<file path="src/rtl/pcx_rle_palette_decoder_defines.svh">
// assertion macros for the decoder rtl
// expects i_clk and i_rst_n in the scope of each use
`ifndef PCX_RLE_PALETTE_DECODER_DEFINES_SVH
`define PCX_RLE_PALETTE_DECODER_DEFINES_SVH

// same-cycle implication
`define PCX_ASSERT_IMPLY(label, ante, cons, msg) \
    label: assert property (@(posedge i_clk) disable iff (!i_rst_n) (ante) |-> (cons)) \
        else $error(msg);

// next-cycle implication
`define PCX_ASSERT_NEXT(label, ante, cons, msg) \
    label: assert property (@(posedge i_clk) disable iff (!i_rst_n) (ante) |=> (cons)) \
        else $error(msg);

`endif

</file>
<file path="src/rtl/pcx_pkg.sv">
// types and constants of the pcx rle palette decoder
// no dependencies
package pcx_pkg;

    localparam int PALETTE_ENTRIES_DEF = 256;
    localparam int QUEUE_DEPTH_DEF     = 4;

    localparam logic [1:0] RUN_MARK   = 2'b11;
    localparam int         CFG_IDX_W  = 2;
    localparam int         CFG_DATA_W = 17;

    typedef enum logic [CFG_IDX_W-1:0] {
        CFG_IMAGE_WIDTH  = 2'd0,
        CFG_IMAGE_HEIGHT = 2'd1,
        CFG_LINE_BYTES   = 2'd2
    } t_cfg_index;

    typedef enum logic {
        OP_PALETTE = 1'b0,
        OP_RUN     = 1'b1
    } t_op_kind;

    // value byte of a run travels in idx
    typedef struct packed {
        t_op_kind    kind;
        logic [7:0]  idx;
        logic [23:0] rgb;
        logic [5:0]  count;
    } t_op;

    typedef struct packed {
        logic empty;
        logic full;
    } t_q_status;

    typedef enum logic {
        BK_IDLE = 1'b0,
        BK_RUN  = 1'b1
    } t_back_state;

endpackage

</file>
<file path="src/rtl/pcx_queue.sv">
// short fifo of operations between front and back
// depends on pcx_pkg
module pcx_queue
    import pcx_pkg::*;
#(
    parameter int DEPTH = QUEUE_DEPTH_DEF
) (
    input  logic      i_clk,
    input  logic      i_rst_n,
    input  logic      i_enq,
    input  t_op       i_op,
    input  logic      i_deq,
    output t_op       o_op,
    output t_q_status o_status
);

    localparam int AW = (DEPTH > 1) ? $clog2(DEPTH) : 1;
    localparam int CW = $clog2(DEPTH + 1);

    t_op            r_mem [DEPTH];
    logic [AW-1:0]  r_wr_ptr, n_wr_ptr;
    logic [AW-1:0]  r_rd_ptr, n_rd_ptr;
    logic [CW-1:0]  r_count, n_count;
    logic           do_enq, do_deq;

    assign o_status.empty = (r_count == '0);
    assign o_status.full  = (r_count == CW'(DEPTH));
    assign do_enq = i_enq && !o_status.full;
    assign do_deq = i_deq && !o_status.empty;
    assign o_op   = r_mem[r_rd_ptr];

    always_comb begin
        n_wr_ptr = r_wr_ptr;
        n_rd_ptr = r_rd_ptr;
        n_count  = r_count;
        if (do_enq) begin
            n_wr_ptr = (r_wr_ptr == AW'(DEPTH - 1)) ? '0 : r_wr_ptr + 1'b1;
        end
        if (do_deq) begin
            n_rd_ptr = (r_rd_ptr == AW'(DEPTH - 1)) ? '0 : r_rd_ptr + 1'b1;
        end
        if (do_enq && !do_deq) begin
            n_count = r_count + 1'b1;
        end else if (do_deq && !do_enq) begin
            n_count = r_count - 1'b1;
        end
    end

    always_ff @(posedge i_clk) begin
        if (!i_rst_n) begin
            r_wr_ptr <= '0;
            r_rd_ptr <= '0;
            r_count  <= '0;
        end else begin
            r_wr_ptr <= n_wr_ptr;
            r_rd_ptr <= n_rd_ptr;
            r_count  <= n_count;
        end
    end

    always_ff @(posedge i_clk) begin
        if (do_enq) begin
            r_mem[r_wr_ptr] <= i_op;
        end
    end

endmodule

</file>
<file path="config.mk">
export PLATFORM = sky130hd
export DESIGN_NAME = pcx_queue
export DESIGN_NICKNAME = d
export VERILOG_FILES = /design/src/rtl/pcx_rle_palette_decoder_defines.svh /design/src/rtl/pcx_pkg.sv /design/src/rtl/pcx_queue.sv
export SDC_FILE = /design/constraint.sdc
export NUM_CORES = 1
export LEC_CHECK = 0
export ABC_AREA = 1
export BUFFER_PORTS_ARGS = -buffer_cell sky130_fd_sc_hd__buf_2
export CAP_MARGIN = 20
export CORE_ASPECT_RATIO = 1.25
export CORE_UTILIZATION = 53
export DETAILED_ROUTE_END_ITERATION = 10
export PLACE_DENSITY = 0.79
export SETUP_SLACK_MARGIN = 0.02
export SLEW_MARGIN = 20
export SYNTH_ARGS = -nofsm -noshare
export SYNTH_HDL_FRONTEND = slang
export SYNTH_SLANG_ARGS = --single-unit
</file>
<file path="constraint.sdc">
create_clock -name i_clk -period 3.99 [get_ports i_clk]
set_clock_uncertainty 0.05 [all_clocks]
set_input_delay 0.399 -clock i_clk [delete_from_list [all_inputs] [get_ports i_clk]]
set_output_delay 0.399 -clock i_clk [all_outputs]
set_load 0.03 [all_outputs]
</file>
* After elaboration in Yosys (flattened, before gate mapping) *
Memories as Yosys holds them, arrays and structs flattened. A register that Yosys moved wholly into a read port is not among the register bits.
Cells that the tools add are included.

storage, ports and cells
  memories = 1
  word-level logic and storage cells = 29
  input bits = 43
  memory bits (writable) = 156
  register bits = 7

memory list
  memory  depth  width  read ports  clocked after memory_dff  write ports  line             RTL
  r_mem   4      39     1           1                         1            pcx_queue.sv:20  t_op r_mem [DEPTH];

cells by class
  eq/ne operators = 3
  multiplexer cells = 8
  $add $sub $neg = 4
  reductions and logical operators = 10

operators with widths
  operator                                          number
  two-way mux 2 bit                                 4
  two-way mux 3 bit                                 2
  adder 2 x 1 -> 2 bit, second input constant       2
  equality test 2 bit, second input constant        2
  logical AND 1 bit                                 4
  logical NOT 1 bit                                 4
  adder 3 x 1 -> 3 bit, second input constant       1
  equality test 3 bit, second input constant        1
  logical NOT 3 bit                                 1
  subtractor 3 x 1 -> 3 bit, second input constant  1
  two-way mux 1 bit                                 2
  nonzero test 2 bit                                1

* Longest topological paths before layout *
  depth in word-level cells = 7
  mapped depth = 13
  gate-level depth less buffers = 13

* Worst setup path before layout *
OpenSTA, ideal clock, no wires.

  path type = reg-to-reg
  from = register r_count[1]
  to = memory r_mem[0][0] (netlist bit), enable pin
  slack = 1.172 ns
  data arrival time = 2.332 ns
  required time = 3.505 ns
  cell stages (with the launch flop) = 5
  path buffers = 0
  setup time = 0.435 ns
  period minus slack after synthesis = 2.818 ns
  path through = dfxtp_1 > nor2_1 > nand2_1 > nand2_1 > nor2_1

between the ends
  word-level cells in the longest chain between the ends = 5

RTL lines
  item                                     line             RTL
  start, declared                          pcx_queue.sv:23  logic [CW-1:0] r_count, n_count;
  start signal, assigned                   pcx_queue.sv:57  r_count <= n_count;
  equality test 3 bit                      pcx_queue.sv:27  assign o_status.full = (r_count == CW'(DEPTH));
  logical NOT 1 bit                        pcx_queue.sv:28  assign do_enq = i_enq && !o_status.full;
  logical AND 1 bit                        pcx_queue.sv:28
  two-way mux 1 bit                        pcx_queue.sv:62  if (do_enq) begin
  two-way mux 1 bit (implied by the code)  pcx_queue.sv:63  r_mem[r_wr_ptr] <= i_op;
  end, declared                            pcx_queue.sv:20

Every way passes these cells.

==> key figures <==
Worst setup path
  • Slowest cell on crit path: dfxtp_2
  • CP Max Fanout: a little under 80
  • R2R Setup Slk: 1640 ps
  • Startpoint types: register
  • Critical-path cell list: inv_4 -> o21ai_0 -> o22ai_1 -> buf_2
  • Worst stage delay on the critical path: just under 900 ps
  • CP Data Arrival Time: between 2000 and 2500 ps
  • CP required: 3540 ps
  • CP endpoint kind: primary output
  • Setup Crit Path Kind: register to primary output

Logic synthesis
  • Synth warn: 0
  • Syn Nets: 500
  • Seq/Total Area, Yosys: ~77%
  • Ys async rst share: 0%
  • Cell count after synthesis: 450
  • Most common cell in the netlist: edfxtp_1
  • Dominant synthesized flop cell: edfxtp_1
  • Yosys top cell area share: 74.5%
  • Yosys reg bits: approximately 170
  • Synth area leader: edfxtp_1
  • EDFF count, synth: 156
  • Unique masters post-synth: 22
  • Top post-synthesis cells by area: edfxtp_1 75%, o21ai_0 6.2%, nor2_1 5.6%
  • Synth cell count leaders: 156 x edfxtp_1, 93 x nor2_1, 78 x o21ai_0, 39 x o22ai_1, 17 x inv_1
  • Synth Area per Inst: around 14 um2
  • Mapped Area: between 6000 and 7000 um2

Flow run
  • Max-cap violations: 0

Finish
  • Fraction of layout cells with a size suffix above 1: roughly 22%
  • Layout area overhead: 17.1%
  • Antenna cells: 0
  • Final std cells w/o fill: 684
  • Area occupied by multi-input gates: ~1200 um2
  • Reg area: around 5000 um2
  • Fin nets: 583
  • Filler Cell Count: approximately 810

STA
  • Worst-Margin Slew: about 860 ps
  • Max Slew Vio Count: 0
  • Minimum clock period: approximately 2900 ps
  • Setup TNS: 0 ps
  • Hold Vio Cnt, Final: 0
  • Max_slew headroom: between 40% and 50%
  • Final period utilization: 73.2%
  • Worst hold margin: 145 ps
  • Final setup fails: 0
  • Final WS setup: 1070 ps
  • RSZ-0062 raised after global routing: no
  • Fmax: ~340 MHz

Clocking
  • H-tree level count: 4
  • Root buffer cell: clkbuf_16
  • Worst-Skew Late Latency: roughly 410 ps
  • Clock sink total: 165
  • CTS tree: built
  • Longest Clk Path Bufs: 2
  • Hold-fix buffers, CTS: 0
  • Number of gates resized after cts: 0
  • Setup Buffers After CTS: 0
  • TritonCTS buffer count: 17
  • Clock Pin Slew Worst Setup and Hold Paths: ~60 ps

Drt
  • Initial DRC Count: 286
  • Final WL: roughly 12 mm
  • DR vias: between 3000 and 4000
  • Drc violations: 0
  • Post-route ant nets: 0
  • Drt via density: about 5.7
  • DR WL/cell: 18.0 um
  • First-pass iteration count of the detailed router: 7

Die
  • Die W: about 99 um
  • Core box area: 11600 um2
  • Row count: between 40 and 50
  • Die height: ~120 um
  • Initial Util: a little over half
  • # IOs: 84
  • Die ar.: 12300 um2

Global route
  • Total GRT Usage: between 20 and 25%
  • Initial antenna violation count: 0
  • First-pass GRT wire length: 18.7 mm
  • Remaining global-route overflow: 0
  • Vias in the first global route: about 3900
  • Largest net degree at the start of global routing: 79

Status
  • Status: finished, final reports clean

Pwr
  • Static Leakage: 0.00267 uW
  • VDD IR max: about 0.00034 V
  • Final Total Pwr: around 5400 uW
  • PD cells: about 740 nW/um2

Placement
  • Port buffer count: 83
  • Final Wtd Congestion: approximately 0.73
  • Dpl ws: 1510 ps
  • DP Cell Count: between 600 and 700
  • Detailed Place HPWL: 7.09 mm

Hold path
  • Hold Path Class: input port to register
## power breakdown
group	leakage (uW)	internal (uW)	total (uW)	switching, uW
logic	0.000887	428	1600	1180
registers	0.00150	2120	2240	121
clock network	0.000276	971	1570	601
total	0.00267	3510	5410	1900
## sequential cells by signal, summed over array words and instances, names as in the netlist, named ones only
signal,flops
r_count,3
r_mem,156
r_rd_ptr,2
r_wr_ptr,2
## cell type report
cell class	instances	area share (%)
multi-input cells	241	16.5
inverters	19	1.00
flip-flops and latches	165	66.1
clock buffers	20	5.93
clock inverters	12	1.85
well taps	138	2.35
repair buffers	89	6.26
## worst max-delay path: cells and delay by family (launching register included)
family,cells,cell delay [ps]
buf+inv,2,680
compound gates,2,460
flops,1,890
## cells in the final DEF (no fill, tap or decap)
master      Yosys  final
nand3b_1        1      1
bufinv_16       0      3
o21ai_0        78     78
clkinvlp_4      0      2
buf_2           9     83
buf_4           1      6
nor2_4          0      4
a21oi_1         3      3
clkbuf_16       0     17
nand4_1         1      1
clkinv_2        0      4
nor2_1         93     89
inv_1          17     17
o22ai_1        39     39
dfxtp_1         9      8
inv_2           1      1
nand3_1         2      2
dfxtp_2         0      1
edfxtp_1      156    156
clkinv_1        0      3
ha_1            6      6
nand2_1        15     15
fa_1            1      1
clkbuf_1        4      3
inv_4           1      1
o21ai_1         2      2
## worst paths after layout
kind                                 from                       to  depth (start not counted)
hold / removal                    i_op[3]    r_mem[0][3]$_DFFE_PP_                          1
setup / recovery                 register                 o_op[16]                          4
hold reg to reg   r_count[0]$_SDFFE_PN0P_  r_count[0]$_SDFFE_PN0P_                          2
setup reg to reg  r_count[1]$_SDFFE_PN0P_   r_mem[2][36]$_DFFE_PP_                          5
## per-layer routing
layer  global-route usage, %  part of all wire (%)
met1                    24.6                    40
met2                    34.7                    52
met3                    4.94                   5.8
met4                    10.9                   1.8
met5                       0                     0
## per-stage QoR
step	utilization [%]	instance area, um2
2_1_floorplan	-	6290
3_3_place_gp	58.7	6790
3_5_place_dp	58.7	6790
4_1_cts	63.7	7360
5_1_grt	63.7	7360
6_report	63.7	7360
## kinds of logic after synthesis
logic type,synth area share [%]
AND/OR/NAND/NOR,6.83
buffers and inverters,3.80
AO/OA/AOI/OAI,10.5
adder cells (fa/ha/maj),1.51
flip-flops,77.4
No activity file was read; power rests on OpenSTA's default activity.
