File: src/rtl/pcx_rle_palette_decoder_defines.svh
// assertion macros for the decoder rtl
// expects i_clk and i_rst_n in the scope of each use
`ifndef PCX_RLE_PALETTE_DECODER_DEFINES_SVH
`define PCX_RLE_PALETTE_DECODER_DEFINES_SVH

// same-cycle implication
`define PCX_ASSERT_IMPLY(label, ante, cons, msg) \
    label: assert property (@(posedge i_clk) disable iff (!i_rst_n) (ante) |-> (cons)) \
        else $error(msg);

// next-cycle implication
`define PCX_ASSERT_NEXT(label, ante, cons, msg) \
    label: assert property (@(posedge i_clk) disable iff (!i_rst_n) (ante) |=> (cons)) \
        else $error(msg);

`endif

File: src/rtl/pcx_pkg.sv
// types and constants of the pcx rle palette decoder
// no dependencies
package pcx_pkg;

    localparam int PALETTE_ENTRIES_DEF = 256;
    localparam int QUEUE_DEPTH_DEF     = 4;

    localparam logic [1:0] RUN_MARK   = 2'b11;
    localparam int         CFG_IDX_W  = 2;
    localparam int         CFG_DATA_W = 17;

    typedef enum logic [CFG_IDX_W-1:0] {
        CFG_IMAGE_WIDTH  = 2'd0,
        CFG_IMAGE_HEIGHT = 2'd1,
        CFG_LINE_BYTES   = 2'd2
    } t_cfg_index;

    typedef enum logic {
        OP_PALETTE = 1'b0,
        OP_RUN     = 1'b1
    } t_op_kind;

    // value byte of a run travels in idx
    typedef struct packed {
        t_op_kind    kind;
        logic [7:0]  idx;
        logic [23:0] rgb;
        logic [5:0]  count;
    } t_op;

    typedef struct packed {
        logic empty;
        logic full;
    } t_q_status;

    typedef enum logic {
        BK_IDLE = 1'b0,
        BK_RUN  = 1'b1
    } t_back_state;

endpackage

File: src/rtl/pcx_front.sv
// front end: accepts input transactions and turns them into queue operations
// depends on pcx_pkg
module pcx_front
    import pcx_pkg::*;
(
    input  logic        i_clk,
    input  logic        i_rst_n,
    input  logic        i_accept,
    input  logic        i_cmd,
    input  logic [7:0]  i_palette_index,
    input  logic [23:0] i_palette_rgb,
    input  logic [7:0]  i_data_byte,
    output logic        o_enq,
    output t_op         o_op
);

    logic       r_run_pending, n_run_pending;
    logic [5:0] r_run_length, n_run_length;

    always_ff @(posedge i_clk) begin
        if (!i_rst_n) begin
            r_run_pending <= 1'b0;
            r_run_length  <= '0;
        end else begin
            r_run_pending <= n_run_pending;
            r_run_length  <= n_run_length;
        end
    end

    always_comb begin
        n_run_pending = r_run_pending;
        n_run_length  = r_run_length;
        o_enq         = 1'b0;
        o_op.kind     = OP_RUN;
        o_op.idx      = i_data_byte;
        o_op.rgb      = i_palette_rgb;
        o_op.count    = 6'd1;
        if (i_accept) begin
            if (i_cmd == 1'b0) begin
                o_enq     = 1'b1;
                o_op.kind = OP_PALETTE;
                o_op.idx  = i_palette_index;
            end else if (r_run_pending) begin
                o_enq         = 1'b1;
                o_op.count    = r_run_length;
                n_run_pending = 1'b0;
            end else if (i_data_byte[7:6] == RUN_MARK) begin
                n_run_pending = 1'b1;
                n_run_length  = i_data_byte[5:0];
            end else begin
                o_enq = 1'b1;
            end
        end
    end

endmodule

File: config.mk
export PLATFORM = sky130hd
export DESIGN_NAME = pcx_front
export DESIGN_NICKNAME = d
export VERILOG_FILES = /design/src/rtl/pcx_rle_palette_decoder_defines.svh /design/src/rtl/pcx_pkg.sv /design/src/rtl/pcx_front.sv
export SDC_FILE = /design/constraint.sdc
export NUM_CORES = 1
export LEC_CHECK = 0
export BUFFER_PORTS_ARGS = -buffer_cell sky130_fd_sc_hd__buf_2
export CAP_MARGIN = 20
export CORE_UTILIZATION = 26
export DETAILED_ROUTE_END_ITERATION = 7
export GPL_TIMING_DRIVEN = 1
export PLACE_DENSITY = 0.69
export SETUP_SLACK_MARGIN = 0.3
export SLEW_MARGIN = 20
export SYNTH_ARGS = -nofsm -noshare
export SYNTH_HDL_FRONTEND = slang
export SYNTH_SLANG_ARGS = --single-unit
File: constraint.sdc
create_clock -name i_clk -period 1.1 [get_ports i_clk]
set_input_delay 0.165 -clock i_clk [delete_from_list [all_inputs] [get_ports i_clk]]
set_output_delay 0.165 -clock i_clk [all_outputs]
set_load 0.02 [all_outputs]
* Word level (Yosys, flattened, before mapping)
Index checks and enable logic that the tools add are counted.
** Word-level totals
- Logic and storage cells :: 17
- Bits of input ports :: 44
- Bits in registers :: 7
- Output and inout bits :: 40
** Cells by class
- Eq/ne operators :: 1
- Muxes and demuxes :: 11
- Reduce and logical (&&, ||, !) cells :: 2
- Bitwise gates (word level) :: 1
** Operators with widths (number)
- 6-bit two-way mux :: 3
- 9-bit two-way mux :: 2
- 1-bit two-way mux :: 6
- 4-bit AND reduction :: 1
- 2-bit == test, second input constant :: 1
- 2-bit AND reduction :: 1
- 1-bit NOT :: 1

* Logic depth before layout (Yosys ltp)
Gate-level depths: netlist of run 1.
- Depth in word-level cells :: 5
- Depth in mapped cells :: 3
- Mapped depth without buffers :: 3

* Worst setup path after synthesis of run 1
OpenSTA, ideal clock, no wires.
- Path type :: register to output
- Start :: reg r_run_pending
- End :: out o_enq
- Data required time :: 935 ps
- Arrival time :: 941 ps
- Slack :: -6 ps
- Cell stages (with the launch flop) :: 3
- Path buffers :: 0
- Path through :: dfxtp_1 -> nor2_1 -> a21boi_0
** On the way
- Cells in the longest elaborated chain, start to end :: 3
** Ends and longest elaborated chain
- start: declaration :: RTL line pcx_front.sv:17 : logic r_run_pending, n_run_pending;
- start signal: assignment :: RTL line pcx_front.sv:25 : r_run_pending <= n_run_pending;
- 1-bit two-way mux :: RTL line pcx_front.sv:43 : end else if (r_run_pending) begin
- 1-bit two-way mux :: RTL line pcx_front.sv:39 : if (i_cmd == 1'b0) begin
- 1-bit two-way mux :: RTL line pcx_front.sv:38 : if (i_accept) begin
- end: declaration :: RTL line pcx_front.sv:13 : output logic o_enq,
No other way between the ends.

==> flow_summary_export.csv, run 1 <==
group,metric,value,unit
global_routing,met1_usage,0.130,
detailed_routing,viasPerCell,4.34,
finish,antenna_cells,0,
worst_setup_path,startpoint_type,"register",
synthesis,ys_seq_elements,7,
timing,max_freq,0.808,GHz
global_routing,grt_pass1_wl,2350,um
detailed_routing,vias,530,
timing,finalSetupViolCount,15,
worst_setup_path,critPathRequiredTime,0.94,ns
worst_setup_path,endpoint_kind,"output pin",
timing,relSlewSlack,0.845,
worst_setup_path,cp.arrival,1.07,ns
global_routing,met3_usage,0.0714,
global_routing,antenna_found_initial,0,
cts,cts_buffer_depth,2,
timing,finClkSkew,0.00637,ns
synthesis,async_reset_ff_frac,0,
synthesis,netlist.area_leader.share,0.287,
synthesis,synth_fp_nets,119,
synthesis,synth_top_cells_by_count,"buf_4 (24), nand2_1 (14), mux2_2 (8)",
finish,post_route_cells_drive_above_1_share,0.691,
finish,regArea,141,um^2
synthesis,yosys_warnings,0,
floorplan,dieArea,2610,um^2
timing,grt_setup_unrepaired,"yes",
pwr,ir_worst_vdd,0.509,mV
floorplan,dieWidth,51.1,um
synthesis,netlist_instances,75,
synthesis,synth.distinct_cells,16,
placed_design,place_hpwl,1180,um
run_status,outcome,"finished, violations left",
synthesis,netlist_area,627,um^2
global_routing,grtUsageMet2,0.200,
cts,cts_tree,"yes",
floorplan,die_h,51.1,um
timing,setup_ws,-0.138,ns
timing,period_minus_slack,1.24,ns
synthesis,synth_ff_type,"dfxtp_1",
detailed_routing,wl,1580,um
min_path,min_path_type,"in2reg",
timing,post-route-period-util,1.13,
global_routing,grt.total_usage,0.124,
worst_setup_path,crit_fanout,6,
global_routing,grt-ovfl-total,0,
run_status,failed_checks,"negative setup slack",
detailed_routing,drtIter0Drc,2,
detailed_routing,first_pass_iters,4,
cts,cts.sinks,7,
timing,hold_viol_final,0,
finish,nets,139,
worst_setup_path,reg2reg_depth,4,
floorplan,row_count,17,
worst_setup_path,crit_path_start,"r_run_pending",
synthesis,synth.avg_cell_area,8.36,um^2
finish,multiInputGateArea,362,um^2
detailed_routing,final_antenna_net_count,0,
floorplan,num_io_pins,84,
cts,htreeDepth,1,
pwr,powerDensity,815,nW/um^2
global_routing,globalRoute.busiestLayer,"met2",
synthesis,yosysMostFrequentCell,"buf_4",
global_routing,grt_pass1_vias,523,
cts,clkLatencyLatePin,0.25,ns
placed_design,place_congestion,0.654,
timing,worstMarginPinSlew,0.233,ns
detailed_routing,drc,0,
synthesis,yosysSeqAreaShare,0.224,
min_path,hold_path_depth,3,
finish,area_delta_synth_final,47.5,%
pwr,leakage,0.434,nW
timing,final-max-slew-violation-count,0,
global_routing,grt_start_max_net_pins,14,
cts,path_clk_slew,0.06,ns
floorplan,initial_core_util,0.281,
synthesis,synth-edff-count,0,
min_path,hold_start,"i_data_byte[4]",
finish,nFillCells,237,
worst_setup_path,worstSetupPathType,"reg2out",
synthesis,yosys-top-cells-area,"buf_4 (29%), dfxtp_1 (22%), mux2_2 (14%), mux2i_1 (9.6%), nand2_1 (8.4%)",
placed_design,numPortBuffers,35,
placed_design,place_ws,-0.147,ns
run,maxCapViolCount,0,
synthesis,yosysTopAreaCell,"buf_4",
cts,root_buffer,"clkbuf_4",
cts,numCtsBuffers,3,
detailed_routing,wl_per_cell,12.9,um
finish,utilization,0.414,
floorplan,core_area,2230,um^2
worst_setup_path,r2r-start,"r_run_pending",
[layout by cell type (no fill, tap or decap)]
cell and instances:
buf_6 19, buf_2 17, nand2_1 13, mux2_4 8
mux2i_1 6, dfxtp_1 6, and2_4 5, clkbuf_4 3
buf_4 3, and3_4 1, nand2b_4 1, nor2b_4 1
inv_2 1, nand2_2 1, nor2_2 1, a21boi_1 1
nor3_4 1, and2_1 1, o21a_1 1, clkbuf_1 1
buf_8 1, buf_12 1, dfxtp_2 1
[registers in the layout, indices dropped and copies added (netlist names)]
signal	flops
r_run_pending	1
r_run_length	6
[worst max-delay path, cell delays in order (launching register included)]
cell	delay (ns)
dfxtp_2	0.32
and3_4	0.23
and2_4	0.16
buf_6	0.11
[where the power goes]
part	switching, W	leakage [nW]	total [W]	internal [W]
Sequential	0.00000272	0.0571	0.000263	0.000260
Clock	0.0000944	0.0150	0.000233	0.000138
Combinational	0.000111	0.362	0.000258	0.000147
Total	0.000208	0.434	0.000754	0.000546
[final timing paths]
path / end / slack, ns
max: o_op[2] / -0.14
min reg2reg: r_run_length[5] / 0.46
min: r_run_length[4] / 0.17
max reg2reg: r_run_length[0] / 0.09
[metrics by stage]
| stage | cells | power [W] | area, um^2 | setup TNS, ns | hold WS [ns] |
|---|---|---|---|---|---|
| after floorplan | 75 | 0.000514 | 688 | 0 | 0.307 |
| after global placement | 117 | 0.000465 | 757 | -0.968 | 0.330 |
| after detailed placement | 117 | 0.000470 | 757 | -1.11 | 0.330 |
| after CTS | 121 | 0.000765 | 910 | -1.32 | 0.159 |
| after global routing | 122 | 0.000805 | 925 | -1.79 | 0.175 |
| final | 122 | 0.000754 | 925 | -1.22 | 0.170 |
[area by class of cell]
class,count,share of cell area
inverters,1,0.00406
repair buffers,41,0.386
flip-flops and latches,7,0.153
clock buffers,4,0.0284
multi-input cells,41,0.391
well taps,28,0.0379
[repair_timing]
| item | in CTS | in global routing |
|---|---|---|
| buffers inserted | 0 | 1 |
| gates resized for setup | 40 | 2 |
| setup endpoints to repair | 23 | 23 |
| hold buffers | 0 | 0 |
| cloned | 0 | 0 |
| pin swaps | 1 | 0 |
[layer usage]
layer	wire length, um	up-vias	part of all wire
li1	-	254	-
met1	545	238	0.35
met2	805	34	0.51
met3	210	4	0.13
met4	14	0	0.0089
met5	0	-	0
[logic make-up after synthesis]
group / share of synthesized area
multiplexers: 0.240
AO/OA/AOI/OAI: 0.0240
flip-flops: 0.224
AND/OR/NAND/NOR: 0.206
buffers and inverters: 0.307
Note: power is estimated with default switching activity, not from simulation.
==> run 2, diff against run 1 <==
--- a/config.mk
+++ b/config.mk
@@ -11,6 +11,7 @@
 export DETAILED_ROUTE_END_ITERATION = 7
 export GPL_TIMING_DRIVEN = 1
 export PLACE_DENSITY = 0.69
+export REMOVE_ABC_BUFFERS = 1
 export SETUP_SLACK_MARGIN = 0.3
 export SLEW_MARGIN = 20
 export SYNTH_ARGS = -nofsm -noshare
==> run 2 against run 1 <==
Compared with the run above: the flow still finishes with violations (negative setup slack); sequential power hardly changed; combinational power hardly changed; flip-flop and latch count stayed put; sequential share of layout area is 0.10 points higher; setup slack improved by 0.025 ns; critical endpoint is now o_op[1]; register-to-register slack is essentially flat; routed wire length rose by 29%; fmax rose by 2.1%; cell area decreased by 0.68%; core utilization is 0.28 points lower; die area stayed put; first-iteration DRC count is 100% lower.
==> flow_summary_export.csv, run 2 (synthesis results as in run 1) <==
group,metric,value,unit
run_status,outcome,"finished, violations left",
run_status,failed_checks,"negative setup slack",
placed_design,place_congestion,0.610,
min_path,hold_path_depth,3,
cts,root_buffer,"clkbuf_4",
finish,area_delta_synth_final,46.5,%
floorplan,initial_core_util,0.281,
run,maxCapViolCount,0,
worst_setup_path,reg2reg_depth,4,
cts,clkLatencyLatePin,0.25,ns
worst_setup_path,startpoint_type,"register",
timing,max_freq,0.824,GHz
pwr,finalPower,0.000760,W
global_routing,grt-ovfl-total,0,
timing,final-max-slew-violation-count,0,
floorplan,num_io_pins,84,
min_path,hold_start,"i_data_byte[4]",
finish,final_common_cell,"buf_6",
finish,nFillCells,246,
timing,post-route-period-util,1.10,
timing,tns,-1.01,ns
finish,nets,140,
finish,top_regs,"r_run_length (6), r_run_pending (1)",
worst_setup_path,critPathRequiredTime,0.94,ns
detailed_routing,final_antenna_net_count,0,
global_routing,grt_pass1_wl,2930,um
cts,path_clk_slew,0.06,ns
finish,post_route_cells_drive_above_1_share,0.674,
finish,final_area,918,um^2
detailed_routing,wl_per_cell,16.6,um
worst_setup_path,crit_fanout,6,
worst_setup_path,crit_path_start,"r_run_pending",
timing,hold_viol_final,0,
timing,finalSetupViolCount,15,
global_routing,grt_pass1_vias,574,
detailed_routing,wl_met1,860,um
finish,largest-register,"r_run_length",
detailed_routing,met2_length,827,um
cts,htreeDepth,1,
finish,utilization,0.411,
timing,worstMarginPinSlew,0.225,ns
detailed_routing,drc,0,
finish,layout_common_cells,"buf_6 (18), buf_2 (17), nand2_1 (14)",
global_routing,grt.total_usage,0.163,
finish,largest_register_ff_count,6,
worst_setup_path,r2r-start,"r_run_pending",
floorplan,die_h,51.1,um
worst_setup_path,r2r-end,"r_run_length[3]",
finish,antenna_cells,0,
placed_design,place_hpwl,1510,um
min_path,min_path_type,"in2reg",
cts,cts_buffer_depth,2,
floorplan,dieArea,2610,um^2
pwr,leakage,0.436,nW
placed_design,numPortBuffers,35,
floorplan,dieWidth,51.1,um
timing,relSlewSlack,0.850,
timing,period_minus_slack,1.21,ns
worst_setup_path,r2r_slack,0.09,ns
worst_setup_path,crit_path_end,"o_op[1]",
detailed_routing,route.top_layer_used,"met3",
cts,cts_hold_buf,0,
detailed_routing,drtIter0Drc,0,
detailed_routing,wl_met3,348,um
detailed_routing,vias,558,
detailed_routing,viasPerCell,4.54,
timing,setup_ws,-0.113,ns
cts,numCtsBuffers,3,
worst_setup_path,endpoint_kind,"output pin",
timing,grt_setup_unrepaired,"yes",
global_routing,antenna_found_initial,0,
placed_design,place_area,706,um^2
floorplan,row_count,17,
pwr,powerDensity,828,nW/um^2
worst_setup_path,cp.arrival,1.05,ns
pwr,ir_worst_vdd,0.464,mV
timing,finClkSkew,0.00110,ns
timing,hold_ws,0.173,ns
detailed_routing,wl,2040,um
global_routing,grt_start_max_net_pins,14,
cts,cts_tree,"yes",
detailed_routing,first_pass_iters,1,
floorplan,core_area,2230,um^2
worst_setup_path,worstSetupPathType,"reg2out",
cts,cts.sinks,7,
==> run 2: cell types whose count changed in the layout (fill, tap and decap cells not counted), sizes merged <==
cell / delta
buf: +1
==> run 2: final cells by class <==
type / instances / area (um^2) / share of cell area
repair buffers: 42 / 360 / 0.392
multi-input cells: 41 / 352 / 0.383
flip-flops and latches: 7 / 141 / 0.154
well taps: 28 / 35.0 / 0.0381
clock buffers: 4 / 26.3 / 0.0286
inverters: 1 / 3.75 / 0.00409
==> run 2: how the worst min path moves through the flow <==
stage / end / slack (ns)
after floorplan: r_run_pending / 0.28
after global placement: o_op[26] / 0.33
after detailed placement: o_op[26] / 0.33
after CTS: r_run_length[4] / 0.17
after global routing: r_run_length[1] / 0.18
final: r_run_length[4] / 0.17
==> run 2: critical path, cell delays in order, from the launching register on <==
cell and delay (ns):
dfxtp_2 0.33, and3_4 0.22, and2_4 0.15, buf_6 0.11
==> run 2: per-stage QoR <==
stage	worst slack, ns	cells
global placement	-0.126	118
detailed placement	-0.172	118
floorplan	-0.132	49
finish	-0.113	123
CTS	-0.128	122
global route	-0.163	123
==> run 2: where the power goes <==
group / leakage, nW / switching [W] / internal, W
Sequential: 0.0571 / 0.00000281 / 0.000260
Clock: 0.0150 / 0.000100 / 0.000139
Combinational: 0.364 / 0.000111 / 0.000147
==> run 2: repair_timing <==
item,in CTS,in global routing
setup endpoints to repair,23,23
setup buffers,0,1
pin swaps,9,0
resized for setup,55,3
cloned,0,0
==> run 2: per-layer routing <==
layer,up-vias,track usage
met2,52,0.208
met4,0,0.0417
met1,250,0.196
met3,0,0.134
li1,256,-
met5,-,0.0952
